## config.mk

```make
export PLATFORM = sky130hd
export DESIGN_NAME = bsb_count_mem
export DESIGN_NICKNAME = d
export VERILOG_FILES = /design/src/rtl/bsb_pkg.sv /design/src/rtl/bsb_count_mem.sv
export SDC_FILE = /design/constraint.sdc
export NUM_CORES = 1
export LEC_CHECK = 0
export ABC_AREA = 1
export BUFFER_PORTS_ARGS = -buffer_cell sky130_fd_sc_hd__buf_2
export CORE_ASPECT_RATIO = 0.8
export CORE_MARGIN = 4
export CORE_UTILIZATION = 30
export DETAILED_ROUTE_END_ITERATION = 10
export SYNTH_ARGS = -nofsm -noshare
export SYNTH_HDL_FRONTEND = slang
export SYNTH_SLANG_ARGS = --single-unit
```

## constraint.sdc

```tcl
create_clock -name aclk -period 1.6 [get_ports aclk]
set_clock_uncertainty 0.1 [all_clocks]
set_input_delay 0.16 -clock aclk [delete_from_list [all_inputs] [get_ports aclk]]
set_output_delay 0.16 -clock aclk [all_outputs]
set_load 0.01 [all_outputs]
```

## src/rtl/bsb_pkg.sv

```systemverilog
// ----------------------------------------------------------------------------
// bsb_pkg: shared definitions of the size bucket selector
// Sizes, widths, register indexes and the structs that pass between modules.
// ----------------------------------------------------------------------------
package bsb_pkg;

    localparam int MAX_BUDGET    = 64;
    localparam int MAX_ITEM_SIZE = 64;
    localparam int HANDLE_BITS   = 32;
    localparam int STACK_DEPTH   = 64;

    localparam int OUT_HANDLE_W = 32;
    localparam int SIZE_W       = 7;
    localparam int CNT_W        = 7;
    localparam int LIMIT_W      = 8;
    localparam int PCT_W        = 7;
    localparam int CFG_IDX_W    = 1;
    localparam int CFG_DATA_W   = 8;
    localparam int SIDX_W       = $clog2(MAX_ITEM_SIZE);
    localparam int DIDX_W       = $clog2(STACK_DEPTH);
    localparam int EADDR_W      = SIDX_W + DIDX_W;
    localparam int PROD_W       = 14;
    localparam int NUM_W        = 14;
    localparam int QBIT_W       = 3;

    localparam int PCT_SCALE = 100;
    localparam int PCT_LOW   = 75;
    localparam int PCT_HIGH  = 98;
    localparam int LIMIT_MIN = 2;
    localparam int LIMIT_MAX = 255;

    localparam logic [CFG_IDX_W-1:0] REG_LITERAL_BUDGET = 1'b0;
    localparam logic [CFG_IDX_W-1:0] REG_INIT_LIMIT     = 1'b1;

    localparam logic CMD_OFFER  = 1'b0;
    localparam logic CMD_SELECT = 1'b1;

    typedef struct packed {
        logic              rd_en;
        logic [SIDX_W-1:0] rd_addr;
        logic              wr_en;
        logic [SIDX_W-1:0] wr_addr;
        logic [CNT_W-1:0]  wr_data;
    } cnt_req_t;

    typedef struct packed {
        logic                   rd_en;
        logic [EADDR_W-1:0]     rd_addr;
        logic                   wr_en;
        logic [EADDR_W-1:0]     wr_addr;
        logic [HANDLE_BITS-1:0] wr_data;
    } ent_req_t;

    typedef struct packed {
        logic             done;
        logic [PCT_W-1:0] quot;
    } div_res_t;

endpackage

```

## src/rtl/bsb_count_mem.sv

```systemverilog
// ----------------------------------------------------------------------------
// bsb_count_mem: per-size stack counts
// Synchronous memory with registered read data; a valid bit per entry makes
// every count read as zero after reset until it is first written.
// ----------------------------------------------------------------------------
module bsb_count_mem (
    input  logic                      aclk,
    input  logic                      aresetn,
    input  bsb_pkg::cnt_req_t         req,
    output logic [bsb_pkg::CNT_W-1:0] rd_data
);
    import bsb_pkg::*;

    logic [CNT_W-1:0]         mem [MAX_ITEM_SIZE];
    logic [MAX_ITEM_SIZE-1:0] valid_reg;
    logic [CNT_W-1:0]         rd_data_reg;

    always_ff @(posedge aclk) begin
        if (!aresetn) begin
            valid_reg <= '0;
        end else if (req.wr_en) begin
            valid_reg[req.wr_addr] <= 1'b1;
        end
    end

    always_ff @(posedge aclk) begin
        if (req.wr_en) begin
            mem[req.wr_addr] <= req.wr_data;
        end
        if (req.rd_en) begin
            rd_data_reg <= valid_reg[req.rd_addr] ? mem[req.rd_addr] : '0;
        end
    end

    assign rd_data = rd_data_reg;

endmodule

```

== Word-level counts from Yosys, hierarchy flattened ==
Memories as Yosys holds them, arrays and structs flattened. A register that Yosys moved wholly into a read port is not among the register bits.
Cells that the tools add are included.

* ROM bits: 0
* Input bits: 23
* Memory bits (writable): 448
* Memories kept: 1
* Output and inout port bits: 7
* Bits in latches: 0
* Flip-flop bits (word level): 64

* Shift operators: 0
* Bitwise gates (word level): 1
* Eq/ne operators: 0
* Multipliers: 0
* Order comparisons: 3
* Reduce and logical (&&, ||, !) cells: 2
* Divide/modulo/power cells: 0
* $add $sub $neg: 0
* Multiplexer cells: 6

{| class="wikitable"
|+ Memory list
! name !! depth !! width !! read ports !! clocked after Yosys merged registers in !! wr ports !! RTL line !! RTL
|-
| mem || 64 || 7 || 1 || 1 || 1 || bsb_count_mem.sv:14 || <nowiki>logic [CNT_W-1:0] mem [MAX_ITEM_SIZE];</nowiki>
|}

{| class="wikitable"
|+ Operators with widths
! operator !! count
|-
| 64-bit bitwise OR || 1
|-
| 6-bit by 7-bit < comparator with 1-bit output (second input constant) || 2
|-
| 1-bit binary-select mux with 6-bit select || 1
|-
| 1-bit demux with 6-bit select || 1
|-
| 6-bit by 1-bit greater-or-equal comparator with 1-bit output (second input constant) || 1
|-
| 1-bit 2-to-1 mux || 4
|-
| 1-bit logical AND || 1
|-
| 1-bit zero test || 1
|}

== Depth between registers and ports, before layout ==
* Depth in word-level cells: 5
* Gate-level depth with buffers: 14
* Gate-level depth less buffers: 11

== Least setup slack after synthesis ==
OpenSTA, ideal clock, no wires.

* Path type: input -> register
* Start: in req[13] in the netlist's numbering
* End: mem mem[55][0] (enable)
* Setup time: 367 ps
* Setup slack: 95 ps
* Required time: 1,133 ps
* Stages: 4
* Arrival: 1,037 ps
* Path buffers: 0
* Cells stage by stage: clkinv_1 > nor3_1 > inv_1 > nor2_1

* Cells in the longest elaborated chain, start to end: 2

{| class="wikitable"
|+ Ends and longest elaborated chain
! what !! RTL line !! RTL
|-
| from (decl) || bsb_count_mem.sv:9 || <nowiki>input bsb_pkg::cnt_req_t req,</nowiki>
|-
| 1-bit 2-to-1 mux || bsb_count_mem.sv:27 || <nowiki>if (req.wr_en) begin</nowiki>
|-
| 1-bit 2-to-1 mux (not written as such) || bsb_count_mem.sv:28 || <nowiki>mem[req.wr_addr] <= req.wr_data;</nowiki>
|-
| to (decl) || bsb_count_mem.sv:14 ||
|}

Every way passes these cells.

==> run metrics <==
Ys Warns=0; number of distinct library cells after synthesis=20; initial cell density of the core=30.32%; Worst Path Arrival=about 1.8 ns; Seq pwr share=49.5%; Hold/Removal Path Class=in2reg; Routed wire per std cell=18.58 um; Skew-Pair Late Insertion Delay=roughly 0.60 ns; die area=0.07576 mm^2; top post-synthesis cells by area=edfxtp_1 64%, nand2_1 11%, nand3_1 10%, dfxtp_1 6.0%, nor2_1 3.5%; CP Class=reg2reg; maximum VDD drop=0.0007253 V; area post-placement=0.02371 mm^2; ratio of cells with drive above 1 in the final layout=17.20%; setup_tns=0 ns; top-count cell post-synth=nand2_1; combinational share of power=7.2%; antenna viol nets, final=0; CTS tree=yes; total power=30.01 mW; Final WS setup=between 0.03 and 0.04 ns; Post-synth EDFFs=around 460; R2R Setup Slk=~0.038 ns; Die Span Y=247.0 um; Hold Worst Slack=0.04633 ns; hpwl dp=35920 um; most area-hungry cell type in the Yosys netlist=edfxtp_1; cell area after synthesis=0.02142 mm^2; Yosys top cell area share=a little under two thirds; Diodes inserted=0; Port Buffers=29; Clock power frac=43.3%; Inserted Clock Buffers=51; H-Tree Depth=2; synth cell count leaders=650 x nand2_1, 455 x edfxtp_1, 429 x nand3_1; Final Hold Viols=0; post-route insts no fill=3102; switching power share of the total=between 20 and 25%; fin crit share=97.60%; Max Fclk=approximately 0.64 GHz; Slew Limit Fails=0; post-synthesis cell count=1983; DR iter-0 viols=~1600; Worst EP required=1.86 ns; Synth Area in XOR/XNOR=0%; Filler Cell Count=6774; max reg flops=448; Post-Synth Adder-Cell Area=0%; clock transition at the registers of the reported paths=0.07 ns; Worst Path Max Fanout=1; FP Rows=87; CTS Buffer Depth=3; Lkg Pwr=9.659 nW; gpl congestion=0.8685; CTS Sinks=between 500 and 600; RSZ-0062 raised after global routing=true; via count=about 15000; antenna violations before repair=0; simple-gate share of the synthesized area=25.65%; min Tclk post-route=1.562 ns; IO Count=30; Seq/Total Area, Yosys=69.77%; post-DR vias/cell=4.857; Syn Area/Cell=10.80 um^2; outcome=complete, no violations; Overflow after GRT=0; first-pass GRT wire length=88040 um; sw power=6.606 mW; Synth Net Count=around 2000; core footprint=0.07065 mm^2; dpl ws=-0.3635 ns; P_int=23.40 mW; design area=0.02598 mm^2; Worst Tran Pin Value=0.5487 ns; Compound-Gate Fraction of Synth Area=0%; PwrDens=1155 mW/mm^2; fin util=36.78%; mux share of post-synthesis cell area=0%; drt first pass iters=8; placed cells=between 2000 and 3000; fraction of registers with async set/reset=0%; largest family of logic cells by synthesized area=simple AND/OR/NAND/NOR gates; Synth-to-Final Area Change=21.32%; residual DRC count=0; final wirelength=~58000 um; commonest register cell after synthesis=edfxtp_1; Clk Tree Root Cell=clkbuf_16; Startpoint Class=flop; Die X=306.7 um; synthesized flop and latch total=around 520; vias in the first global route=about 15000; CP Capture Type=flop; setup violators final=0; total track usage=15.08%; relative slew slack=63.38%; largest net degree at the start of global routing=79; max-cap violation count=0; net count reported at finish=2148
-- what timing repair did --
item	in CTS	in global routing
hold endpoints to repair	233	0
cloned	0	0
buffers inserted	0	0
pin swaps	0	22
hold buffers	9	0
endpoints found under the setup margin	4	7
gates resized for setup	5	75
-- final timing paths --
check,from,endpoint,depth (start not counted)
setup / recovery,mem[23][5]$_DFFE_PP_,rd_data[5]$_SDFFCE_PN0P_,10
hold reg to reg,valid_reg[15]$_SDFFE_PN0P_,valid_reg[15]$_SDFFE_PN0P_,2
hold / removal,req[19],rd_data[3]$_SDFFCE_PN0P_,5
setup reg to reg,mem[23][5]$_DFFE_PP_,rd_data[5]$_SDFFCE_PN0P_,10
-- critical path, cell delays in order, from the launching register on --
cell,delay (ns)
edfxtp_1,0.37
nand2_1,0.10
nand3_2,0.12
nand3_2,0.12
nand2_1,0.06
nand2_1,0.06
nand3_1,0.13
nand3_2,0.12
nand2_1,0.06
nand2_1,0.06
inv_1,0.03
-- power groups by stage --
stage | Sequential [mW] | Combinational, mW | Clock, mW
finish | 14.9 | 2.17 | 13.0
detailed placement | 15.1 | 2.05 | 0
global route | 14.9 | 2.36 | 13.8
CTS | 14.9 | 2.08 | 13.2
global placement | 15.1 | 2.03 | 0
floorplan | 15.1 | 1.09 | 0
-- cells in the final DEF (no fill, tap or decap), types with 6 or more instances in the layout --
cell | Yosys | routed
buf_4 | 20 | 125
nand2_1 | 650 | 628
dfxtp_1 | 64 | 64
nand3_1 | 429 | 372
clkbuf_16 | 0 | 51
nor2_1 | 202 | 202
clkbuf_1 | 14 | 7
buf_2 | 40 | 27
dlygate4sd3_1 | 0 | 9
clkinv_2 | 0 | 6
bufinv_16 | 0 | 9
inv_1 | 40 | 39
nand2_2 | 6 | 27
buf_12 | 2 | 42
clkbuf_8 | 0 | 13
nand3_2 | 3 | 60
nor3_1 | 14 | 14
edfxtp_1 | 455 | 455
-- layout make-up --
cell class                      count  area (um^2)  share of cell area, %
Tap cell                          934         1169                  4.497
Sequential cell                   519        14940                  57.51
Clock inverter                     26        374.1                  1.440
Inverter                           44        172.7                 0.6645
Timing Repair Buffer              204         2018                  7.767
Multi-Input combinational cell   1305         5839                  22.47
Clock buffer                       70         1468                  5.648
-- logic make-up (layout without fill, tap and decap cells) --
group                  after synthesis  in the layout
buffers and inverters              159            344
and+or+nand+nor                   1305           1305
DFF                                519            519
-- routing by layer --
layer	GRT usage, %	vias to the layer above	share of wire [%]
met3	2.826	78	8.5
met5	0	-	0
met2	22.55	584	43
met1	22.50	7338	46
li1	-	7067	-
met4	3.821	0	2.0
Note: power is estimated with default switching activity, not from simulation.
