$ cat config.mk
export PLATFORM = sky130hd
export DESIGN_NAME = bsb_divider
export DESIGN_NICKNAME = d
export VERILOG_FILES = /design/src/rtl/bsb_pkg.sv /design/src/rtl/bsb_divider.sv
export SDC_FILE = /design/constraint.sdc
export NUM_CORES = 1
export LEC_CHECK = 0
export BUFFER_PORTS_ARGS = -buffer_cell sky130_fd_sc_hd__buf_4
export CAP_MARGIN = 20
export CORE_UTILIZATION = 36
export DETAILED_ROUTE_END_ITERATION = 16
export PLACE_DENSITY_LB_ADDON = 0.05
export SYNTH_ARGS = -nofsm -noshare
export SYNTH_HDL_FRONTEND = slang
export SYNTH_SLANG_ARGS = --single-unit
$ cat constraint.sdc
create_clock -name aclk -period 3.3 [get_ports aclk]
set_input_delay 0.165 -clock aclk [delete_from_list [all_inputs] [get_ports aclk]]
set_output_delay 0.165 -clock aclk [all_outputs]
set_load 0.01 [all_outputs]
$ cat src/rtl/bsb_pkg.sv
// ----------------------------------------------------------------------------
// bsb_pkg: shared definitions of the size bucket selector
// Sizes, widths, register indexes and the structs that pass between modules.
// ----------------------------------------------------------------------------
package bsb_pkg;

    localparam int MAX_BUDGET    = 64;
    localparam int MAX_ITEM_SIZE = 64;
    localparam int HANDLE_BITS   = 32;
    localparam int STACK_DEPTH   = 64;

    localparam int OUT_HANDLE_W = 32;
    localparam int SIZE_W       = 7;
    localparam int CNT_W        = 7;
    localparam int LIMIT_W      = 8;
    localparam int PCT_W        = 7;
    localparam int CFG_IDX_W    = 1;
    localparam int CFG_DATA_W   = 8;
    localparam int SIDX_W       = $clog2(MAX_ITEM_SIZE);
    localparam int DIDX_W       = $clog2(STACK_DEPTH);
    localparam int EADDR_W      = SIDX_W + DIDX_W;
    localparam int PROD_W       = 14;
    localparam int NUM_W        = 14;
    localparam int QBIT_W       = 3;

    localparam int PCT_SCALE = 100;
    localparam int PCT_LOW   = 75;
    localparam int PCT_HIGH  = 98;
    localparam int LIMIT_MIN = 2;
    localparam int LIMIT_MAX = 255;

    localparam logic [CFG_IDX_W-1:0] REG_LITERAL_BUDGET = 1'b0;
    localparam logic [CFG_IDX_W-1:0] REG_INIT_LIMIT     = 1'b1;

    localparam logic CMD_OFFER  = 1'b0;
    localparam logic CMD_SELECT = 1'b1;

    typedef struct packed {
        logic              rd_en;
        logic [SIDX_W-1:0] rd_addr;
        logic              wr_en;
        logic [SIDX_W-1:0] wr_addr;
        logic [CNT_W-1:0]  wr_data;
    } cnt_req_t;

    typedef struct packed {
        logic                   rd_en;
        logic [EADDR_W-1:0]     rd_addr;
        logic                   wr_en;
        logic [EADDR_W-1:0]     wr_addr;
        logic [HANDLE_BITS-1:0] wr_data;
    } ent_req_t;

    typedef struct packed {
        logic             done;
        logic [PCT_W-1:0] quot;
    } div_res_t;

endpackage

$ cat src/rtl/bsb_divider.sv
// ----------------------------------------------------------------------------
// bsb_divider: fill percent divider
// Restoring division, one quotient bit per cycle, done pulses after the last.
// ----------------------------------------------------------------------------
module bsb_divider (
    input  logic                       aclk,
    input  logic                       aresetn,
    input  logic                       start,
    input  logic [bsb_pkg::NUM_W-1:0]  num,
    input  logic [bsb_pkg::SIZE_W-1:0] den,
    output bsb_pkg::div_res_t          res
);
    import bsb_pkg::*;

    logic              busy_reg;
    logic              done_reg;
    logic [NUM_W-1:0]  rem_reg;
    logic [PCT_W-1:0]  quot_reg;
    logic [QBIT_W-1:0] bit_reg;
    logic [SIZE_W-1:0] den_reg;
    logic [NUM_W-1:0]  shifted;

    assign shifted = NUM_W'(den_reg) << bit_reg;

    always_ff @(posedge aclk) begin
        if (!aresetn) begin
            busy_reg <= 1'b0;
            done_reg <= 1'b0;
        end else begin
            done_reg <= 1'b0;
            if (start) begin
                busy_reg <= 1'b1;
            end else if (busy_reg && bit_reg == '0) begin
                busy_reg <= 1'b0;
                done_reg <= 1'b1;
            end
        end
    end

    always_ff @(posedge aclk) begin
        if (start) begin
            rem_reg  <= num;
            den_reg  <= den;
            quot_reg <= '0;
            bit_reg  <= QBIT_W'(PCT_W - 1);
        end else if (busy_reg) begin
            if (rem_reg >= shifted) begin
                rem_reg           <= rem_reg - shifted;
                quot_reg[bit_reg] <= 1'b1;
            end
            bit_reg <= bit_reg - 1'b1;
        end
    end

    assign res.done = done_reg;
    assign res.quot = quot_reg;

endmodule

; Word-level counts from Yosys, hierarchy flattened
; Cells that the tools add are included.
[word_totals]
reg_bits = 33
input_bits = 24
output_inout_bits = 8
word_cells = 31
[classes]
add_sub_neg = 2
order_cmp = 3
shifts = 1
muxes = 8
n_bitwise = 2
reduce_logical = 9
[ops]
columns = op, count
row1 = two-way mux 14 bit, 3
row2 = greater-or-equal comparator 14 bit, 1
row3 = << shifter 7 x 3 -> 14 bit, 1
row4 = subtractor 14 bit, 1
row5 = bitwise OR 7 bit, 1
row6 = nonzero test 2 bit, 3
row7 = "< comparator 3 x 4 -> 1 bit, second input constant", 1
row8 = two-way mux 1 bit, 4
row9 = AND reduction 2 bit, 2
row10 = demux 1 bit (select 3 bit), 1
row11 = "greater-or-equal comparator 3 x 1 -> 1 bit, second input constant", 1
row12 = zero test 3 bit, 1
row13 = "subtractor 3 x 1 -> 3 bit, second input constant", 1
row14 = logical AND 1 bit, 2
row15 = OR reduction 2 bit, 1
row16 = NOT 1 bit, 1

; Logic depth before layout (Yosys ltp)
; Gate-level depths: netlist of run 1.
[depth]
ltp_word = 5
mapped_depth = 13
mapped_depth_nobuf = 11

; Least setup slack after synthesis of run 1
; OpenSTA, ideal clock, no wires.
[synth_path]
path_type = register to register
startpoint = reg bit_reg[1]
endpoint = reg rem_reg[0] (enable)
setup_time_ns = 0.371
arrival_time_ns = 2.898
required_ns = 2.929
path_slack_ns = 0.031
path_stages_with_launch = 12
n_path_buf = 2
synth_period_minus_slack_ns = 3.269
cell_sequence = dfxtp_1 clkbuf_1 clkbuf_1 nand2_1 o21ai_1 mux2i_1 ha_1 nand4_1 or4_1 a31oi_1 a211o_2 nand2b_1
[synth_via]
elab_chain_len = 4
[synth_lines]
columns = item, line
row1 = start: declaration, bsb_divider.sv:19  ; logic [QBIT_W-1:0] bit_reg;
row2 = start signal: assignment, bsb_divider.sv:45  ; bit_reg <= QBIT_W'(PCT_W - 1);
row3 = start signal: assignment, bsb_divider.sv:51  ; bit_reg <= bit_reg - 1'b1;
row4 = << shifter 7 x 3 -> 14 bit, bsb_divider.sv:23  ; assign shifted = NUM_W'(den_reg) << bit_reg;
row5 = greater-or-equal comparator 14 bit, bsb_divider.sv:47  ; if (rem_reg >= shifted) begin
row6 = nonzero test 2 bit (no source line), -
row7 = AND reduction 2 bit (no source line), -
row8 = end signal: assignment, bsb_divider.sv:42  ; rem_reg <= num;
row9 = end signal: assignment, bsb_divider.sv:48  ; rem_reg <= rem_reg - shifted;
row10 = end: declaration, bsb_divider.sv:17  ; logic [NUM_W-1:0] rem_reg;
; No other way between the ends.
; A chain may end at the register's enable or synchronous reset.

; Worst setup path after layout of run 1
[layout_path]
startpoint = reg bit_reg[1]
endpoint = reg rem_reg[7] (enable)
; Same word-level chain as after synthesis.

==> flow_summary.toml, run 1 <==
[status]
status = "completed"

[timing]
setup_violations = 0
tns_ns = 0
rsz0062_at_grt = "no"
fin_crit_ns = 3.06
fmax_mhz = 327
worst_pin_slew_ns = 0.444
drv_slew = 0
period_share_pct = 92.7
fin_skew_ns = 0.00330
max_slew_margin_pct = 70.4
hold_violations = 0

[yosys]
synth_edf_count = 21
netlist.area_leader.share_pct = 28.3
synthDistinctLibCells = 49
syn-num-nets = 279
ys_async_sr_fraction_pct = 0
netlist_instances = 238
synth_top_cell_by_area = "edfxtp_1"
synthTopCellsByCount = "nand2_1, edfxtp_1, o21ai_1"
ys_warn_count = 0
synth.yosys.seq_area_share_pct = 39.1
synthesis.area_sq_um = 2230
synth_seq_cells = 33
synth_most_common_cell = "nand2_1"
avgSynthCellArea_sq_um = 9.36
synth_top_flop_cell = "edfxtp_1"
synth_area_leaders = "edfxtp_1, dfxtp_1, ha_1"

[cts]
cts_tree = "yes"
numCtsBuffers = 5
clkLatencyLatePin_ns = 0.28
cts_resized = 0
post_cts.repair.setup_buffers = 0
cts_sinks = 33
h-tree-depth = 2
root_buffer = "clkbuf_8"
cts_hold_buf = 0
cts_buffer_depth = 2
clk_pin_slew_ns = 0.07

[critical_path]
cp_data_arrival_time_ns = 3.05
worstPathRequired_ns = 3.29
path_max_fanout = 8
cp-start-kind = "flop"
critPathCaptureType = "flop"
crit_type = "flop to flop"

[placement]
dp.cells = 338
gp_congestion = 0.819
dpl.hpwl_um = 3720
portBuffers = 31

[power]
cellLeakagePower_uw = 0.00115
ir_worst_vdd_mv = 0.236
p_comb_share_pct = 43.5
switching_share_pct = 34.9
switching_power_uw = 587
design_power_total_uw = 1680
p_seq_share_pct = 33.1
intPower_uw = 1090
clockPowerShare_pct = 23.4
cellPowerDensity_nw_per_um2 = 632

[routing]
via_per_inst = 5.13
drc = 0
routed_wl_um = 4920
dr.pass1.iters = 4
ant_nets = 0
wl_per_cell_um = 14.2
vias = 1774
drt-initial-drc-count = 82

[floorplan]
rows = 28
die_y_um = 80.7
core_sq_um = 5960
ioPinCount = 32
die_area_sq_um = 6510
dieWidth_um = 80.7
start_util_pct = 37.4

[layout]
syn_to_final_growth_pct = 19.6
diodes = 0
final_cells = 346
largest_register_ffs = 14
utilization_pct = 44.7
final_nets = 311
drive_gt1_share_pct = 21.0

[grt]
grt_pass1_wl_um = 8270
track_usage_pct = 16.9
grt-ovfl-total = 0
grt_start_max_net_pins = 41
grt_pass1_vias = 1660
antenna_found_initial = 0

[run]
cap_violations = 0

[worst_hold_path]
worstHoldPathType = "input pin to flop"
per-layer routing:
metal	vias up	routed length [um]	GRT usage, %
met2	31	2130	26.4
li1	938	-	-
met4	0	35	4.82
met5	-	0	0
met3	4	189	3.75
met1	801	2570	23.2
final timing paths:
path,endpoint,slack (ns),cells past startpoint,from
setup / recovery,rem_reg[7],0.24,11,bit_reg[1]
setup reg to reg,rem_reg[7],0.24,11,bit_reg[1]
hold / removal,den_reg[0],0.06,1,den[0]
hold reg to reg,quot_reg[5],0.46,1,quot_reg[5]
stage by stage:
step / instance area (sq um) / setup WS, ns / hold slack [ns]
global placement: 2540 / 0.152 / 0.343
floorplan: 2230 / 0.0307 / 0.264
finish: 2660 / 0.240 / 0.0591
CTS: 2660 / 0.131 / 0.0451
global route: 2660 / 0.0173 / 0.0428
detailed placement: 2540 / 0.155 / 0.345
placed cells by master (no fill, tap or decap), types with 7 or more instances in the layout:
master    instances
a21oi_1          14
nand2_1          33
nor2_1            9
ha_1             16
o21ai_1          18
dfxtp_1          11
inv_1             8
nor3_1            7
buf_4            39
edfxtp_1         21
mux2i_1           7
kinds of logic (layout without fill, tap and decap cells):
logic type | after synthesis | after routing | synth area share [%]
compound gates | 70 | 70 | 21.5
simple gates | 75 | 75 | 17.0
buf+inv | 26 | 59 | 5.11
fa+ha+maj | 17 | 17 | 9.89
xor+xnor | 7 | 7 | 2.75
flops | 33 | 33 | 39.1
mux | 10 | 10 | 4.66
power by group through the flow:
| stage | combinational [uW] | sequential [uW] | clock, uW |
|---|---|---|---|
| after floorplan | 568 | 550 | 0 |
| after detailed placement | 730 | 566 | 0 |
| after global routing | 828 | 566 | 419 |
| final | 732 | 557 | 393 |
| after global placement | 736 | 569 | 0 |
| after CTS | 734 | 558 | 407 |
critical path, cell delays in order (launching register included):
cell      delay [ns]
dfxtp_2         0.43
mux2_1          0.36
nor2_1          0.09
a21oi_1         0.07
a32oi_1         0.25
ha_1            0.30
nand3_2         0.14
or4_1           0.53
a31oi_1         0.16
a211o_2         0.13
nand2b_1        0.12
buf_4           0.19
layout make-up:
class	count	area, sq um
multi-input cells	179	1240
inverters	12	45.0
flip-flops and latches	33	872
fillers	593	3290
clock inverters	1	30.0
clock buffers	7	86.3
well taps	75	93.8
repair buffers	39	293
(Power assumes the default switching activity.)
==> inputs of run 2 (changes only) <==
- PLACE_DENSITY: unset -> 0.63
- PLACE_DENSITY_LB_ADDON: 0.05 -> unset
==> run 2 against run 1 <==
  * Maximum frequency rose by 1.4%
  * Global-route usage fell by 0.25 points
  * Design area fell by 0.80%
  * Sequential power rose by 0.9%
  * Highest routed layer unchanged
==> flow_summary.toml, run 2 (synthesis gave the netlist of run 1 again) <==
[status]
status = "completed"

[cts]
cts_sinks = 33
clk_pin_slew_ns = 0.07
cts_hold_buf = 0
cts_tree = "yes"
cts_buffer_depth = 2
numCtsBuffers = 5
root_buffer = "clkbuf_8"
clkLatencyLatePin_ns = 0.28
h-tree-depth = 2

[timing]
fmax_mhz = 331
fin_crit_ns = 3.02
rsz0062_at_grt = "no"
setup_slack_ns = 0.282
drv_slew = 0
fin_skew_ns = 0.00375
tns_ns = 0
worst_pin_slew_ns = 0.433
setup_violations = 0
hold_violations = 0
period_share_pct = 91.4
max_slew_margin_pct = 71.1

[floorplan]
die_y_um = 80.7
start_util_pct = 37.4
die_area_sq_um = 6510
dieWidth_um = 80.7
core_sq_um = 5960
rows = 28
ioPinCount = 32

[routing]
drt-initial-drc-count = 95
wl_per_cell_um = 14.2
dr.pass1.iters = 4
drc = 0
routed_wl_um = 4910
via_per_inst = 5.25
vias = 1822
ant_nets = 0

[worst_hold_path]
hold_depth = 1
worstHoldPathType = "input pin to flop"

[grt]
grt_pass1_vias = 1810
grt_pass1_wl_um = 8180
antenna_found_initial = 0
track_usage_pct = 16.7
grt_start_max_net_pins = 41
grt-ovfl-total = 0

[placement]
portBuffers = 31
dpl.hpwl_um = 3810
preCtsSetupSlack_ns = 0.0813
gp_congestion = 0.862
place_area_sq_um = 2550

[critical_path]
r2r_cells = 11
path_max_fanout = 12
path_cells = "mux2_1, nor2_1, a21oi_1, a21oi_1, ha_1, nand4_1, or4_1, a31oi_1, a211o_2, nand2b_1, buf_4"
max_stage_delay_ns = 0.53
cp-start-kind = "flop"
cp_data_arrival_time_ns = 3.01
worstPathRequired_ns = 3.30
crit_type = "flop to flop"
critical_path.most_common_cell = "a21oi_1"
cp_slowest_cell = "or4_1"
critPathCaptureType = "flop"

[power]
cellPowerDensity_nw_per_um2 = 601
cellLeakagePower_uw = 0.00114
ir_worst_vdd_mv = 0.259

[layout]
final_cell_mix = "buf_4, nand2_1, edfxtp_1, o21ai_1, ha_1"
final_common_cell = "buf_4"
diodes = 0
largest_register_ffs = 14
final_area_sq_um = 2640
drive_gt1_share_pct = 21.7
final_nets = 312
syn_to_final_growth_pct = 18.6

[run]
cap_violations = 0
-- run 2: cell count changes in the layout (fill, tap and decap cells not counted), sizes merged --
cell | previous run | this run
clkbuf | 7 | 6
clkinv | 0 | 2
buf | 39 | 40
bufinv | 1 | 0
-- run 2: area by class of cell --
type	instances	area, sq um
clock buffer	6	72.6
tap	75	93.8
fill	601	3310
sequential	33	875
timing repair buffer	40	300
clock inverter	2	10.0
multi-input combinational	179	1240
inverter	12	45.0
-- run 2: what timing repair did --
action                                  4_1_cts  5_1_grt
endpoints found under the setup margin        0       16
gates resized for setup                       0        3
setup buffers                                 0        0
endpoints found under the hold margin         0        0
-- run 2: metal layers --
metal / GRT usage (%) / part of all wire [%]
met5: 0 / 0
met1: 22.4 / 51
met2: 25.7 / 43
met4: 7.86 / 2.6
met3: 2.95 / 3.8
-- run 2: worst max-delay path: cells and delay by family, from the launching register on --
kind / cells / cell delay [ns]
adder cells (fa/ha/maj): 1 / 0.24
flip-flops: 1 / 0.43
multiplexers: 1 / 0.36
AO/OA/AOI/OAI: 4 / 0.57
buffers and inverters: 1 / 0.18
AND/OR/NAND/NOR: 4 / 0.95
-- run 2: metrics by stage --
| step | std cells | utilization [%] | hold WS [ns] | power (uW) |
|---|---|---|---|---|
| after CTS | 347 | 44.2 | 0.0498 | 1590 |
| after detailed placement | 339 | 42.9 | 0.344 | 1290 |
| after global routing | 347 | 44.3 | 0.0425 | 1710 |
| after floorplan | 238 | - | 0.264 | 1120 |
| final | 347 | 44.3 | 0.0540 | 1590 |
| after global placement | 339 | 42.9 | 0.344 | 1280 |
-- run 2: path summary, 6_finish.rpt --
check | end | slack (ns) | from
worst max register to register | rem_reg[0] | 0.28 | bit_reg[1]
worst min-delay path | den_reg[5] | 0.05 | den[5]
worst min register to register | quot_reg[5] | 0.46 | quot_reg[5]
worst max-delay path | rem_reg[0] | 0.28 | bit_reg[1]
-- run 2: where the power goes --
part           total [uW]  switching, uW  internal, uW
Sequential            562           37.2           524
Clock                 296            150           146
Combinational         730            402           328
==> inputs of run 3 (changes only) <==
- PLACE_DENSITY: 0.63 -> 0.61
- SETUP_SLACK_MARGIN: unset -> 0.2
- clock period: 3.3 -> 3.35 ns (I/O delays scaled with it)
==> run 3 against run 2 <==
  * Worst hold slack improved by 0.0084 ns
  * Total power decreased by 0.89%
  * Largest power group unchanged
  * Non-clock buffer count decreased by 3
  * Utilization decreased by 0.13 points
  * Sequential power decreased by 1%
  * Design area decreased by 0.28%
  * First-iteration DRC count increased by 33%
==> flow_summary.toml, run 3 (synthesis gave the netlist of run 1 again) <==
[floorplan]
die_y_um = 80.7
rows = 28
die_area_sq_um = 6510
start_util_pct = 37.4
ioPinCount = 32
core_sq_um = 5960
dieWidth_um = 80.7

[layout]
final_common_cell = "buf_4"
final_area_sq_um = 2630
diodes = 0
final_nets = 309
drive_gt1_share_pct = 21.6
syn_to_final_growth_pct = 18.3
final_cell_mix = "buf_4, nand2_1, edfxtp_1, o21ai_1, ha_1"
largest_register_ffs = 14

[cts]
clk_pin_slew_ns = 0.07
cts_sinks = 33
numCtsBuffers = 5
cts_tree = "yes"
clkLatencyLatePin_ns = 0.28
post_cts.repair.setup_buffers = 0
h-tree-depth = 2
root_buffer = "clkbuf_8"
cts_hold_buf = 0
cts_buffer_depth = 2

[routing]
drt-initial-drc-count = 126
ant_nets = 0
dr.pass1.iters = 4
drc = 0
routed_wl_um = 4900
via_per_inst = 5.17
vias = 1779
wl_per_cell_um = 14.2

[critical_path]
crit_buf_inv = 0
worstPathRequired_ns = 3.31
path_delay_family = "simple AND/OR/NAND/NOR gates"
cp-start-kind = "flop"
max_stage_delay_ns = 0.53
critPathCaptureType = "flop"
cp_data_arrival_time_ns = 2.90
cp_slowest_cell = "or4_1"
path_max_fanout = 14
crit_type = "flop to flop"
path_cells = "mux2_1, nor2_1, a21oi_1, a32oi_1, ha_2, nand3_2, or4_1, a31oi_1, a211o_2, nand2b_4"

[run]
cap_violations = 0

[placement]
place_area_sq_um = 2530
dpl.hpwl_um = 3690
gp_congestion = 0.788
portBuffers = 31

[grt]
grt_pass1_wl_um = 7850
grt_start_max_net_pins = 41
antenna_found_initial = 0
grt-ovfl-total = 0
grt_pass1_vias = 1616
track_usage_pct = 16.0

[timing]
rsz0062_at_grt = "no"
worst_hold_slack_ns = 0.0624
fmax_mhz = 340
max_slew_margin_pct = 72.2
fin_crit_ns = 2.94
tns_ns = 0
fin_skew_ns = 0.00357
setup_violations = 0
period_share_pct = 87.7
hold_violations = 0
drv_slew = 0
worst_pin_slew_ns = 0.417

[worst_hold_path]
worstHoldPathType = "input pin to flop"

[power]
cellPowerDensity_nw_per_um2 = 597
cellLeakagePower_uw = 0.00113
ir_worst_vdd_mv = 0.239

[status]
status = "completed"
run 3: final cells by class:
| cell class | count | area [sq um] |
|---|---|---|
| tap | 75 | 93.8 |
| inverter | 12 | 45.0 |
| clock inverter | 2 | 8.76 |
| fill | 599 | 3320 |
| sequential | 33 | 873 |
| timing repair buffer | 37 | 278 |
| clock buffer | 6 | 82.6 |
| multi-input combinational | 179 | 1250 |
run 3: worst paths after layout:
path / start / depth (start not counted) / endpoint / slack [ns]
worst min register to register: quot_reg[4] / 1 / quot_reg[4] / 0.47
worst max register to register: bit_reg[1] / 10 / rem_reg[1] / 0.41
worst min-delay path: den[5] / 1 / den_reg[5] / 0.06
worst max-delay path: bit_reg[1] / 10 / rem_reg[1] / 0.41
run 3: repair_timing:
| item | 4_1_cts | 5_1_grt |
|---|---|---|
| setup endpoints to repair | 14 | 21 |
| cloned | 0 | 0 |
| resized for setup | 1 | 3 |
run 3: power by group:
part	total, uW	switching [uW]	internal, uW
Combinational	712	392	320
Sequential	556	39.0	517
Clock	306	143	163
Total	1570	573	1000
run 3: worst reg2reg max path, stage by stage, from the launching register on:
cell	delay [ns]
dfxtp_2	0.45
mux2_1	0.37
nor2_1	0.09
a21oi_1	0.06
a32oi_1	0.21
ha_2	0.26
nand3_2	0.11
or4_1	0.54
a31oi_1	0.15
a211o_2	0.13
nand2b_4	0.26
run 3: per-stage QoR:
| step | instances | util, % | total power (uW) | setup slack [ns] |
|---|---|---|---|---|
| final | 344 | 44.2 | 1570 | 0.411 |
| after CTS | 344 | 44.1 | 1580 | 0.236 |
| after detailed placement | 336 | 42.5 | 1260 | 0.118 |
| after floorplan | 238 | - | 1100 | 0.261 |
| after global routing | 344 | 44.2 | 1690 | 0.213 |
| after global placement | 336 | 42.5 | 1250 | 0.192 |
run 3: layer usage:
metal,GRT usage [%],vias to the layer above,share of wire (%)
met1,22.5,803,52
met4,5.18,0,1.3
met2,24.4,36,43
met3,3.18,4,3.2
met5,0,-,0
li1,-,936,-
